<file path="src/rtl/rth_pkg.sv">
// Shared types and constants for the RGB to centered HSI pixel converter.
package rth_pkg;

	localparam int PIX_W      = 8;
	localparam int Q_W        = 16;
	localparam int CENTER_W   = 15;
	localparam int CFG_IDX_W  = 2;
	localparam int CFG_DATA_W = 15;

	// Divider geometry: numerator, divisor and quotient widths, two lanes
	localparam int DIV_NUM_W = 35;
	localparam int DIV_DEN_W = 21;
	localparam int DIV_QUO_W = 15;
	localparam int DIV_LANES = 2;
	localparam int LANE_SAT  = 0;
	localparam int LANE_HUE  = 1;

	// Q2.13 one
	localparam logic [Q_W-1:0] Q_ONE = 16'd8192;

	// Reciprocals for exact division by the constants 510 and 1530
	localparam logic [23:0] PLAIN_RECIP = 24'd8421505;
	localparam logic [25:0] INT_RECIP   = 26'd44914691;
	// 2 * 16384 * 3000, scaled saturation numerator per unit of the minimum
	localparam logic [26:0] SAT_SCALE   = 27'd98304000;

	typedef enum logic [CFG_IDX_W-1:0] {
		REG_MODE       = 2'd0,
		REG_HUE_CENTER = 2'd1
	} reg_idx_t;

	typedef enum logic [1:0] {
		SEC_RED   = 2'd0,
		SEC_GREEN = 2'd1,
		SEC_BLUE  = 2'd2
	} sector_t;

	typedef struct packed {
		logic [PIX_W-1:0] red;
		logic [PIX_W-1:0] green;
		logic [PIX_W-1:0] blue;
	} pixel_t;

	typedef struct packed {
		logic signed [Q_W-1:0] hue_or_first;
		logic signed [Q_W-1:0] sat_or_second;
		logic signed [Q_W-1:0] int_or_third;
	} result_t;

	// Values that ride alongside the divider
	typedef struct packed {
		logic                  mode;
		logic signed [Q_W-1:0] plain_r;
		logic signed [Q_W-1:0] plain_g;
		logic signed [Q_W-1:0] plain_b;
		logic signed [Q_W-1:0] inten;
	} aux_t;

	typedef logic [DIV_LANES-1:0][DIV_NUM_W-1:0] div_num_t;
	typedef logic [DIV_LANES-1:0][DIV_DEN_W-1:0] div_den_t;
	typedef logic [DIV_LANES-1:0][DIV_QUO_W-1:0] div_quo_t;

endpackage

</file>
<file path="src/rtl/rth_front.sv">
// Front pipeline: pixel features, hue sector, divider operands and constant divisions.
module rth_front (
	input  logic            clk,
	input  logic            arst_n,
	input  logic            in_valid,
	input  rth_pkg::pixel_t pixel,
	input  logic            mode,
	output logic            out_valid,
	output rth_pkg::div_num_t num,
	output rth_pkg::div_den_t den,
	output rth_pkg::aux_t   aux
);

	// stage 1: captured pixel
	logic            valid_s1;
	logic            mode_s1;
	rth_pkg::pixel_t pix_s1;

	// stage 2: sum, min, sector, plain products
	logic                valid_s2;
	logic                mode_s2;
	logic [9:0]          sum_s2;
	logic [7:0]          min_s2;
	rth_pkg::sector_t    sec_s2;
	logic signed [8:0]   diff_s2;
	logic [7:0]          delta_s2;
	logic [2:0][46:0]    prod_s2;

	// stage 3: sector divisor, saturation operands, intensity product
	logic                valid_s3;
	logic                mode_s3;
	logic [17:0]         d_s3;
	logic signed [8:0]   diff_s3;
	rth_pkg::sector_t    sec_s3;
	logic [34:0]         sat_num_s3;
	logic [20:0]         sat_den_s3;
	logic [50:0]         iprod_s3;
	logic [2:0][15:0]    plain_s3;

	logic [9:0]          sum2;
	logic [7:0]          min2;
	rth_pkg::sector_t    sec2;
	logic signed [8:0]   diff2;
	logic [7:0]          delta2;
	logic [2:0][46:0]    prod2;

	logic [17:0]         d3;
	logic [20:0]         sat_den3;
	logic [34:0]         sat_num3;
	logic [50:0]         iprod3;
	logic [2:0][15:0]    plain3;

	logic signed [22:0]  n_diff4;
	logic signed [22:0]  off4;
	logic signed [22:0]  n_raw4;
	logic signed [22:0]  n_wrap4;
	logic [20:0]         d6_4;
	logic [19:0]         d3x4;
	logic [34:0]         hue_num4;
	logic [15:0]         inten4;

	// capture input beat
	always_ff @(posedge clk or negedge arst_n) begin
		if (!arst_n) begin
			valid_s1 <= 1'b0;
			valid_s2 <= 1'b0;
			valid_s3 <= 1'b0;
			out_valid <= 1'b0;
		end else begin
			valid_s1 <= in_valid;
			valid_s2 <= valid_s1;
			valid_s3 <= valid_s2;
			out_valid <= valid_s3;
		end
	end

	always_ff @(posedge clk) begin
		pix_s1  <= pixel;
		mode_s1 <= mode;
	end

	// sum, minimum and sector selection
	always_comb begin
		sum2 = 10'(pix_s1.red) + 10'(pix_s1.green) + 10'(pix_s1.blue);
		min2 = (pix_s1.red < pix_s1.green) ? pix_s1.red : pix_s1.green;
		if (pix_s1.blue < min2) begin
			min2 = pix_s1.blue;
		end
		if (pix_s1.red > pix_s1.green && pix_s1.red > pix_s1.blue) begin
			sec2   = rth_pkg::SEC_RED;
			diff2  = $signed({1'b0, pix_s1.green}) - $signed({1'b0, pix_s1.blue});
			delta2 = pix_s1.red - min2;
		end else if (pix_s1.red <= pix_s1.green && pix_s1.green > pix_s1.blue) begin
			sec2   = rth_pkg::SEC_GREEN;
			diff2  = $signed({1'b0, pix_s1.blue}) - $signed({1'b0, pix_s1.red});
			delta2 = pix_s1.green - min2;
		end else begin
			sec2   = rth_pkg::SEC_BLUE;
			diff2  = $signed({1'b0, pix_s1.red}) - $signed({1'b0, pix_s1.green});
			delta2 = pix_s1.blue - min2;
		end
		// plain scaling: floor((32768x + 255) / 510) by reciprocal
		prod2[0] = 47'({pix_s1.red,   15'd255}) * 47'(rth_pkg::PLAIN_RECIP);
		prod2[1] = 47'({pix_s1.green, 15'd255}) * 47'(rth_pkg::PLAIN_RECIP);
		prod2[2] = 47'({pix_s1.blue,  15'd255}) * 47'(rth_pkg::PLAIN_RECIP);
	end

	always_ff @(posedge clk) begin
		mode_s2  <= mode_s1;
		sum_s2   <= sum2;
		min_s2   <= min2;
		sec_s2   <= sec2;
		diff_s2  <= diff2;
		delta_s2 <= delta2;
		prod_s2  <= prod2;
	end

	// sector divisor, saturation operands, intensity product
	always_comb begin
		d3       = 18'(delta_s2) * 18'd1000 + 18'd255;
		sat_den3 = 21'(sum_s2) * 21'd2000 + 21'd1530;
		// add half the divisor so the quotient rounds half up
		sat_num3 = 35'(min_s2) * 35'(rth_pkg::SAT_SCALE) + 35'(sat_den3[20:1]);
		iprod3   = 51'({sum_s2, 15'd765}) * 51'(rth_pkg::INT_RECIP);
		for (int i = 0; i < 3; i++) begin
			plain3[i] = 16'(prod_s2[i][46:32]) - rth_pkg::Q_ONE;
		end
	end

	always_ff @(posedge clk) begin
		mode_s3    <= mode_s2;
		d_s3       <= d3;
		diff_s3    <= diff_s2;
		sec_s3     <= sec_s2;
		sat_num_s3 <= sat_num3;
		sat_den_s3 <= sat_den3;
		iprod_s3   <= iprod3;
		plain_s3   <= plain3;
	end

	// hue numerator with wrap into 0..6, intensity
	always_comb begin
		n_diff4 = 23'(diff_s3) * 23'sd1000;
		case (sec_s3)
			rth_pkg::SEC_GREEN: off4 = 23'({d_s3, 1'b0});
			rth_pkg::SEC_BLUE:  off4 = 23'({d_s3, 2'b0});
			default:            off4 = '0;
		endcase
		d6_4   = 21'({d_s3, 2'b0}) + 21'({d_s3, 1'b0});
		d3x4   = 20'({d_s3, 1'b0}) + 20'(d_s3);
		n_raw4 = n_diff4 + off4;
		if (n_raw4 < 0) begin
			n_wrap4 = n_raw4 + $signed(23'(d6_4));
		end else begin
			n_wrap4 = n_raw4;
		end
		hue_num4 = {n_wrap4[20:0], 14'd0} + 35'(d3x4);
		inten4   = 16'(iprod_s3[50:36]) - rth_pkg::Q_ONE;
	end

	always_ff @(posedge clk) begin
		num[rth_pkg::LANE_SAT] <= sat_num_s3;
		den[rth_pkg::LANE_SAT] <= sat_den_s3;
		num[rth_pkg::LANE_HUE] <= hue_num4;
		den[rth_pkg::LANE_HUE] <= d6_4;
		aux.mode    <= mode_s3;
		aux.plain_r <= $signed(plain_s3[0]);
		aux.plain_g <= $signed(plain_s3[1]);
		aux.plain_b <= $signed(plain_s3[2]);
		aux.inten   <= $signed(inten4);
	end

endmodule

</file>
<file path="src/rtl/rth_div.sv">
// Pipelined two-lane restoring divider, one quotient bit per stage.
module rth_div (
	input  logic              clk,
	input  logic              arst_n,
	input  logic              in_valid,
	input  rth_pkg::div_num_t num,
	input  rth_pkg::div_den_t den,
	input  rth_pkg::aux_t     aux_in,
	output logic              out_valid,
	output rth_pkg::div_quo_t quo,
	output rth_pkg::aux_t     aux_out
);

	localparam int QW = rth_pkg::DIV_QUO_W;
	localparam int NW = rth_pkg::DIV_NUM_W;
	localparam int L  = rth_pkg::DIV_LANES;

	logic              val_s [QW+1];
	rth_pkg::div_quo_t quo_s [QW+1];
	rth_pkg::aux_t     aux_s [QW+1];
	rth_pkg::div_num_t rem_s [QW];
	rth_pkg::div_den_t den_s [QW];

	assign val_s[0] = in_valid;
	assign quo_s[0] = '0;
	assign aux_s[0] = aux_in;
	assign rem_s[0] = num;
	assign den_s[0] = den;

	for (genvar k = 0; k < QW; k++) begin : g_stage
		localparam int SH = QW - 1 - k;
		rth_pkg::div_num_t sub;
		rth_pkg::div_quo_t qn;
		logic [L-1:0]      ge;

		// trial subtract of the shifted divisor
		always_comb begin
			for (int l = 0; l < L; l++) begin
				ge[l]  = rem_s[k][l] >= (NW'(den_s[k][l]) << SH);
				sub[l] = ge[l] ? rem_s[k][l] - (NW'(den_s[k][l]) << SH) : rem_s[k][l];
				qn[l]  = quo_s[k][l] | (QW'(ge[l]) << SH);
			end
		end

		always_ff @(posedge clk or negedge arst_n) begin
			if (!arst_n) begin
				val_s[k+1] <= 1'b0;
			end else begin
				val_s[k+1] <= val_s[k];
			end
		end

		always_ff @(posedge clk) begin
			quo_s[k+1] <= qn;
			aux_s[k+1] <= aux_s[k];
		end

		// remainder and divisor only go on while bits remain
		if (k < QW - 1) begin : g_carry
			always_ff @(posedge clk) begin
				rem_s[k+1] <= sub;
				den_s[k+1] <= den_s[k];
			end
		end
	end

	assign out_valid = val_s[QW];
	assign quo       = quo_s[QW];
	assign aux_out   = aux_s[QW];

endmodule

</file>
<file path="src/rtl/rgb_to_centered_hsi_pixel.sv">
// Top level of the RGB to centered HSI pixel converter.
//
// Usage:
//   Pixel beats enter on start with pixel (red, green, blue bytes); busy stays
//   low, so a new beat is taken in every cycle.
//   Each result beat shows on result for one cycle with done high: hue,
//   saturation and intensity in Q2.13 (mode 0), or each channel scaled to
//   x/127.5 - 1 (mode 1). The receiver cannot stall; results must be taken.
//   Pipeline: each pixel passes four front stages, fifteen divider stages
//   and one output register before its result beat shows with done high.
//   Throughput: one pixel per cycle, set by the fully pipelined two-lane
//   divider that forms saturation and hue one quotient bit per stage.
//   Configuration: cfg_index/cfg_data on a valid/ready write port, always
//   ready; index 0 is mode, index 1 is the 15-bit signed hue center. Write
//   only while no pixel is in flight.
//   Reset: arst_n clears all valid bits and the registers (mode 0, center 0);
//   pixels in flight are dropped.
module rgb_to_centered_hsi_pixel (
	input  logic                              clk,
	input  logic                              arst_n,
	input  logic                              start,
	output logic                              busy,
	input  rth_pkg::pixel_t                   pixel,
	output logic                              done,
	output rth_pkg::result_t                  result,
	input  logic                              cfg_valid,
	output logic                              cfg_ready,
	input  logic [rth_pkg::CFG_IDX_W-1:0]     cfg_index,
	input  logic [rth_pkg::CFG_DATA_W-1:0]    cfg_data
);

	logic                                mode_q;
	logic signed [rth_pkg::CENTER_W-1:0] hue_center_q;

	logic              fr_valid;
	rth_pkg::div_num_t fr_num;
	rth_pkg::div_den_t fr_den;
	rth_pkg::aux_t     fr_aux;

	logic              dv_valid;
	rth_pkg::div_quo_t dv_quo;
	rth_pkg::aux_t     dv_aux;

	logic signed [17:0] hc;
	logic signed [17:0] hue_w;
	logic [15:0]        sat_w;
	rth_pkg::result_t   res_d;

	logic             done_q;
	logic             res_mode_q;
	rth_pkg::result_t res_q;

	assign busy      = 1'b0;
	assign cfg_ready = 1'b1;

	// configuration registers
	always_ff @(posedge clk or negedge arst_n) begin
		if (!arst_n) begin
			mode_q       <= 1'b0;
			hue_center_q <= '0;
		end else if (cfg_valid && cfg_ready) begin
			if (cfg_index == rth_pkg::REG_MODE) begin
				mode_q <= cfg_data[0];
			end else if (cfg_index == rth_pkg::REG_HUE_CENTER) begin
				hue_center_q <= $signed(cfg_data);
			end
		end
	end

	rth_front u_front (
		.clk       (clk),
		.arst_n    (arst_n),
		.in_valid  (start && !busy),
		.pixel     (pixel),
		.mode      (mode_q),
		.out_valid (fr_valid),
		.num       (fr_num),
		.den       (fr_den),
		.aux       (fr_aux)
	);

	rth_div u_div (
		.clk       (clk),
		.arst_n    (arst_n),
		.in_valid  (fr_valid),
		.num       (fr_num),
		.den       (fr_den),
		.aux_in    (fr_aux),
		.out_valid (dv_valid),
		.quo       (dv_quo),
		.aux_out   (dv_aux)
	);

	// center the hue, finish saturation, select by mode
	always_comb begin
		hc = $signed(18'(dv_quo[rth_pkg::LANE_HUE]) - 18'(rth_pkg::Q_ONE))
			- 18'(hue_center_q);
		if (hc < -18'sd8192) begin
			hue_w = hc + 18'sd16384;
		end else begin
			hue_w = hc;
		end
		sat_w = rth_pkg::Q_ONE - 16'(dv_quo[rth_pkg::LANE_SAT]);
		if (dv_aux.mode) begin
			res_d.hue_or_first  = dv_aux.plain_r;
			res_d.sat_or_second = dv_aux.plain_g;
			res_d.int_or_third  = dv_aux.plain_b;
		end else begin
			res_d.hue_or_first  = 16'(hue_w);
			res_d.sat_or_second = $signed(sat_w);
			res_d.int_or_third  = dv_aux.inten;
		end
	end

	// output register
	always_ff @(posedge clk or negedge arst_n) begin
		if (!arst_n) begin
			done_q <= 1'b0;
		end else begin
			done_q <= dv_valid;
		end
	end

	always_ff @(posedge clk) begin
		res_q      <= res_d;
		res_mode_q <= dv_aux.mode;
	end

	assign done   = done_q;
	assign result = res_q;

	// every result beat traces back to an earlier accepted pixel beat
	a_latency: assert property (@(posedge clk) disable iff (!arst_n)
		done |-> $past(start && !busy, 20))
		else $error("result without matching pixel beat");

	// HSI saturation stays within -1..1
	a_sat_range: assert property (@(posedge clk) disable iff (!arst_n)
		(done && !res_mode_q) |->
		(result.sat_or_second >= -16'sd8192 && result.sat_or_second <= 16'sd8192))
		else $error("saturation out of range");

	// HSI intensity stays within -1..1
	a_int_range: assert property (@(posedge clk) disable iff (!arst_n)
		(done && !res_mode_q) |->
		(result.int_or_third >= -16'sd8192 && result.int_or_third <= 16'sd8192))
		else $error("intensity out of range");

endmodule

</file>
<file path="config.mk">
export PLATFORM = sky130hd
export DESIGN_NAME = rgb_to_centered_hsi_pixel
export DESIGN_NICKNAME = d
export VERILOG_FILES = /design/src/rtl/rth_pkg.sv /design/src/rtl/rth_front.sv /design/src/rtl/rth_div.sv /design/src/rtl/rgb_to_centered_hsi_pixel.sv
export SDC_FILE = /design/constraint.sdc
export NUM_CORES = 2
export LEC_CHECK = 0
export BUFFER_PORTS_ARGS = -buffer_cell sky130_fd_sc_hd__buf_2
export CAP_MARGIN = 20
export CORE_ASPECT_RATIO = 1.2
export CORE_MARGIN = 2
export CORE_UTILIZATION = 57
export DETAILED_ROUTE_END_ITERATION = 10
export GPL_TIMING_DRIVEN = 0
export PLACE_DENSITY_LB_ADDON = 0.25
export SYNTH_ARGS = -nofsm -noshare
export SYNTH_HDL_FRONTEND = slang
export SYNTH_SLANG_ARGS = --single-unit
</file>
<file path="constraint.sdc">
create_clock -name clk -period 8.8 [get_ports clk]
set_input_delay 2.2 -clock clk [delete_from_list [all_inputs] [get_ports clk]]
set_output_delay 2.2 -clock clk [all_outputs]
set_load 0.03 [all_outputs]
</file>
## Yosys cells after proc, flatten, opt, wreduce, memory -nomap -nowiden

Cells that the tools add are included.

- Bits in registers: 3615
- Output and inout bits: 51
- Bits of input ports: 45
- Word-level logic and storage cells: 392

- Mux-type cells: 39
- Bitwise operators: 29
- Order comparisons: 38
- Add/subtract/negate cells: 52
- Reduce and logical (&&, ||, !) cells: 5
- Multipliers: 8
- Eq/ne operators: 3

Operators by type and width:

| kind | number |
|---|---|
| $mux 35 | 28 |
| $mul 23x24->47 const B | 3 |
| $sub 15x14->16 const B | 5 |
| $add 35x20->35 | 2 |
| $ge 35x21->1 | 2 |
| $ge 35x22->1 | 2 |
| $ge 35x23->1 | 2 |
| $ge 35x24->1 | 2 |
| $ge 35x25->1 | 2 |
| $ge 35x26->1 | 2 |
| $ge 35x27->1 | 2 |
| $ge 35x28->1 | 2 |
| $ge 35x29->1 | 2 |
| $ge 35x30->1 | 2 |
| $ge 35x31->1 | 2 |
| $ge 35x32->1 | 2 |
| $ge 35x33->1 | 2 |
| $ge 35x34->1 | 2 |
| $ge 35x35->1 | 2 |
| $sub 35x22->35 | 2 |
| $sub 35x23->35 | 2 |
| $sub 35x24->35 | 2 |
| $sub 35x25->35 | 2 |
| $sub 35x26->35 | 2 |
| 60 further kinds | 96 |

## Depth between registers and ports, before layout

- Depth after elaboration: 7
- Gate-level depth with buffers: 38
- Depth with buffers taken out: 36

## Cells and area by module

Synthesis repeated with hierarchy kept, for this count alone.

- Cell total of the unflattened synthesis: 12741
- Area total of the unflattened synthesis: 131120.8 um^2

By module, submodules not included:

| module | cells each | area an instance (um^2) | times used |
|---|---|---|---|
| rth_div | 9529 | 99306.5 | 1 |
| rth_front | 2867 | 28537.4 | 1 |
| rgb_to_centered_hsi_pixel | 345 | 3276.9 | 1 |

## Worst setup path before layout

Ideal clock, no wire load.

- Path type: register to register
- From: register u_front.diff_s3[2]
- To: register u_front.num[63] (netlist name)
- Required time: 8684 ps
- Setup time: 116 ps
- Period minus slack after synthesis: 8564 ps
- Slack: 236 ps
- Arrival time: 8449 ps
- Cell stages (with the launch flop): 38
- Cell sequence: dfxtp_1 inv_1 fa_1 inv_1 ha_1 inv_1 fa_1 fa_1 inv_1 ha_1 a21oi_1 o21bai_1 a21oi_1 o21bai_1 a21oi_1 xnor2_1 ha_1 clkbuf_1 [... 2 more ...] a21oi_1 o2111ai_1 a311oi_1 a2bb2oi_4 buf_2 buf_1 xor2_1 fa_1 inv_1 ha_1 nand2_1 a21oi_1 a221oi_1 o21ai_0 a31oi_2 nor2_1 mux2_1 a31o_1

- Cells in the longest elaborated chain, start to end: 5
- Elaborated cells on any way between the ends: 6

RTL lines:

| what | line | source |
|---|---|---|
| start, declared | rth_front.sv:33 | `logic signed [8:0] diff_s3;` |
| start signal, assigned | rth_front.sv:133 | `diff_s3 <= diff_s2;` |
| $mul 9x8->17 (*) | rth_front.sv:143 | `n_diff4 = 23'(diff_s3) * 23'sd1000;` |
| $add 20x21->22 (*) | rth_front.sv:151 | `n_raw4 = n_diff4 + off4;` |
| $add 21x21->21 / $lt 23x1->1 (equally long branches) | rth_front.sv:153, rth_front.sv:152 |  |
| $mux 21 (*) | rth_front.sv:152 | `if (n_raw4 < 0) begin` |
| $add 35x20->35 (*) | rth_front.sv:157 | `hue_num4 = {n_wrap4[20:0], 14'd0} + 35'(d3x4);` |
| via u_front.hue_num4[28] | rth_front.sv:59 | `logic [34:0] hue_num4;` |
| end signal, assigned by index | rth_front.sv:162 | `num[rth_pkg::LANE_SAT] <= sat_num_s3;` |
| end signal, assigned by index | rth_front.sv:164 | `num[rth_pkg::LANE_HUE] <= hue_num4;` |
| end, declared | rth_front.sv:9 | `output rth_pkg::div_num_t num,` |

Mark *: on every way through the listed nets, which the timed path passes. The rest lies on a longest branch.
A chain may end at the register's enable or synchronous reset.

## Final worst setup path

- From: register u_front.diff_s3[6]
- To: register u_front.num[66] (netlist name)

Same word-level chain as after synthesis.

==> impl_metrics.tcl <==
set metrics [dict create \
    avgRoutedWirePerCell_um 15.4 \
    timing.final.setup_violations 0 \
    postRouteAntennaNets 0 \
    drt_iter0_markers 3237 \
    utilization_pct 63.8 \
    tritoncts.num_buffers 287 \
    postSynthAreaPerCell_um2 10.5 \
    cp-end-kind "register" \
    syn_inst 11100 \
    report.final.hold_viol_count 0 \
    drc 0 \
    clock-skew-final_ns 0.0825 \
    max_slew_margin_pct 12.1 \
    worst_path_largest_cell_delay_ns 0.52 \
    status "finished, final reports clean" \
    chipHeight_um 497 \
    groute.usage.overall_pct 21.1 \
    total_number_of_yosys_warnings 0 \
    core_area_um2 202000 \
    dr.pass1.iters 6 \
    worstHoldPathType "reg -> reg" \
    crit_path_max_fanout 10 \
    finalWirelength_um 221000 \
    clkTransAtPathRegs_ns 0.06 \
    design_area_final_um2 129000 \
    die_area_um2 206000 \
    fin_cells 14300 \
    grt_antenna_before_repair 1 \
    synth.net_count 12400 \
    max-clock-path-buffers 4 \
    detailroute.via_count 74700 \
    critPathKind "reg -> reg" \
    start_kind "register" \
    viasPerCell 5.23 \
    met3WireLength_um 7040 \
    ys_seq_elements 2939 \
    routed_length_on_met2_um 114000 \
    layout_min_cycle_time_ns 8.36 \
    io_buffer_count 93 \
    cts.root.buffer_cell "sky130_fd_sc_hd__clkbuf_16" \
    synthToLayoutAreaGrowth_pct 11.7 \
    die_w_um 415 \
    final_net_count 12800 \
    dpl-instance-area_um2 119000 \
    most_used_dff_post_synth "sky130_fd_sc_hd__dfxtp_1" \
    layout.filler_cells 15600 \
    synth_enable_flop_cells 0 \
    dpl.hpwl_um 166000 \
    cts_hold_bufs 0 \
    clock_tree.htree_level_count 5 \
    route.top_layer_used "met4" \
    place.gp.congestion 0.932 \
    i_o_pin_count 96 \
    clock.fmax_ghz 0.120 \
    placed_cells_incl_taps 13800 \
    met1_wire_length_um 89900 \
    clkSinkCount 2939 \
    crit_path_top_delay_cell "sky130_fd_sc_hd__fa_1" \
    fp-row-count 181 \
    tritoncts_clock_tree "done" \
    initial_utilization_pct 57.2 \
    final_common_cell "sky130_fd_sc_hd__dfxtp_1" \
    grt_pass1_vias 77600 \
    final.period_utilization_pct 95.0 \
    worst_ep_arrival_time_ns 9.12 \
    clk-insertion-delay-late_ns 0.94 \
    share_of_the_yosys_chip_area_belonging_to_registers_pct 51.1 \
    most-common-layout-cells "sky130_fd_sc_hd__dfxtp_1, sky130_fd_sc_hd__inv_1, sky130_fd_sc_hd__ha_1, sky130_fd_sc_hd__nand2_1, sky130_fd_sc_hd__o21ai_0" \
    maxSlewViolCount 0 \
    drive_above_1_share_pct 6.75 \
    grt_pass1_wl_um 364000 \
    worst-slew-pin-transition_ns 1.29 \
    grt_max_degree 37 \
    number_of_unique_standard_cell_types_used_by_synthesis 106 \
    post_synth_instance_area_um2 116000 \
    required_ns 9.56 \
    drv_cap 0 \
    grt.overflow.total 0 \
    share_of_flip_flops_with_an_asynchronous_set_or_reset_after_synthesis_pct 1.22 \
]
-- routing by layer --
metal,up-vias,global-route usage (%)
li1,38300,-
met1,34500,22.8
met2,1412,40.0
met3,551,2.92
met4,0,10.5
met5,-,0
-- cells in the mapped netlist (70+ instances only) --
cell	count	area (µm²)
sky130_fd_sc_hd__nand3_1	119	596
sky130_fd_sc_hd__mux2_2	90	1010
sky130_fd_sc_hd__fa_1	175	3500
sky130_fd_sc_hd__nand2b_1	101	632
sky130_fd_sc_hd__nor2b_1	70	438
sky130_fd_sc_hd__o21ai_0	675	3380
sky130_fd_sc_hd__xor2_1	400	3500
sky130_fd_sc_hd__inv_1	1152	4320
sky130_fd_sc_hd__clkbuf_1	101	379
sky130_fd_sc_hd__nand2_1	785	2950
sky130_fd_sc_hd__or3_1	76	475
sky130_fd_sc_hd__dfxtp_1	2903	58100
sky130_fd_sc_hd__nor3_1	185	926
sky130_fd_sc_hd__nor4_1	71	444
sky130_fd_sc_hd__a21oi_1	546	2730
sky130_fd_sc_hd__nor2_1	555	2080
sky130_fd_sc_hd__o21a_1	132	991
sky130_fd_sc_hd__a21o_1	216	1620
sky130_fd_sc_hd__xnor2_1	445	3900
sky130_fd_sc_hd__ha_1	1146	14300
sky130_fd_sc_hd__o31ai_1	91	683
-- critical path: cells and delay by family (launching register included) --
family,cells,cell delay [ns]
adder cells (fa/ha/maj),8,3.45
buffers and inverters,8,0.82
XOR/XNOR,2,0.25
multiplexers,1,0.27
flip-flops,1,0.41
AND/OR/NAND/NOR,4,0.68
AO/OA/AOI/OAI,9,2.30
-- flip-flops by register name (all words and copies together) (netlist names), 48 cells and up --
name,cells
u_div.aux_out,65
u_div.den_s,445
u_div.rem_s,818
u_div.quo_s,210
result,48
u_front.plain_s3,48
u_front.aux,65
u_div.aux_s,910
-- cells by family after synthesis --
kind of cell	count (synthesis)	share of synthesized area, %
xor gates and xnor gates	845	6.40
adders and majority gates	1321	15.4
buffers and inverters	1308	4.30
other	2	0.00650
DFF	2939	51.1
muxes	121	1.15
AOI/OAI and AO/OA	2245	12.3
and+or+nand+nor	2270	9.31
-- worst paths after layout --
path	startpoint	to	slack, ns	depth (start not counted)
max	u_front.diff_s3[6]$_DFF_P_	u_front.num[66]$_DFF_P_	0.44	32
min	u_div.quo_s[250]$_DFF_P_	u_div.quo_s[220]$_DFF_P_	0.27	0
max reg2reg	u_front.diff_s3[6]$_DFF_P_	u_front.num[66]$_DFF_P_	0.44	32
min reg2reg	u_div.quo_s[250]$_DFF_P_	u_div.quo_s[220]$_DFF_P_	0.27	0
max in group asynchronous	arst_n	hue_center_q[10]$_DFFE_PN0P_	6.80	1
min in group asynchronous	arst_n	u_front.valid_s1$_DFF_PN0_	1.43	1
-- repair_timing --
| action | 4_1_cts | 5_1_grt |
|---|---|---|
| endpoints found under the setup margin | 17 | 15 |
| pin swaps | 3 | 3 |
| resized for setup | 17 | 20 |
| setup buffers | 2 | 1 |
-- metrics by stage --
step / hold WS (ns) / TNS, ns / setup slack (ns)
finish: 0.272 / 0 / 0.437
global route: 0.277 / -0.0190 / -0.0190
CTS: 0.267 / 0 / 0.0390
detailed placement: 0.312 / -11.01 / -1.14
global placement: 0.309 / -8.48 / -0.991
floorplan: 0.310 / 0 / 0.236
-- layout make-up --
cell class / count / area [µm²] / area share, %
inverter: 1158 / 4350 / 3.37
clock inverter: 92 / 1180 / 0.918
tap: 2653 / 3320 / 2.57
timing repair buffer: 100 / 531 / 0.411
antenna: 2 / 5.00 / 0.00388
multi-input combinational: 6804 / 51700 / 40.0
buffer: 148 / 633 / 0.490
clock buffer: 405 / 8360 / 6.47
sequential: 2939 / 59000 / 45.7
Power is left out: the tool's default activity adds up to more than one toggle a clock period on the data nets, which glitch-free logic cannot reach.
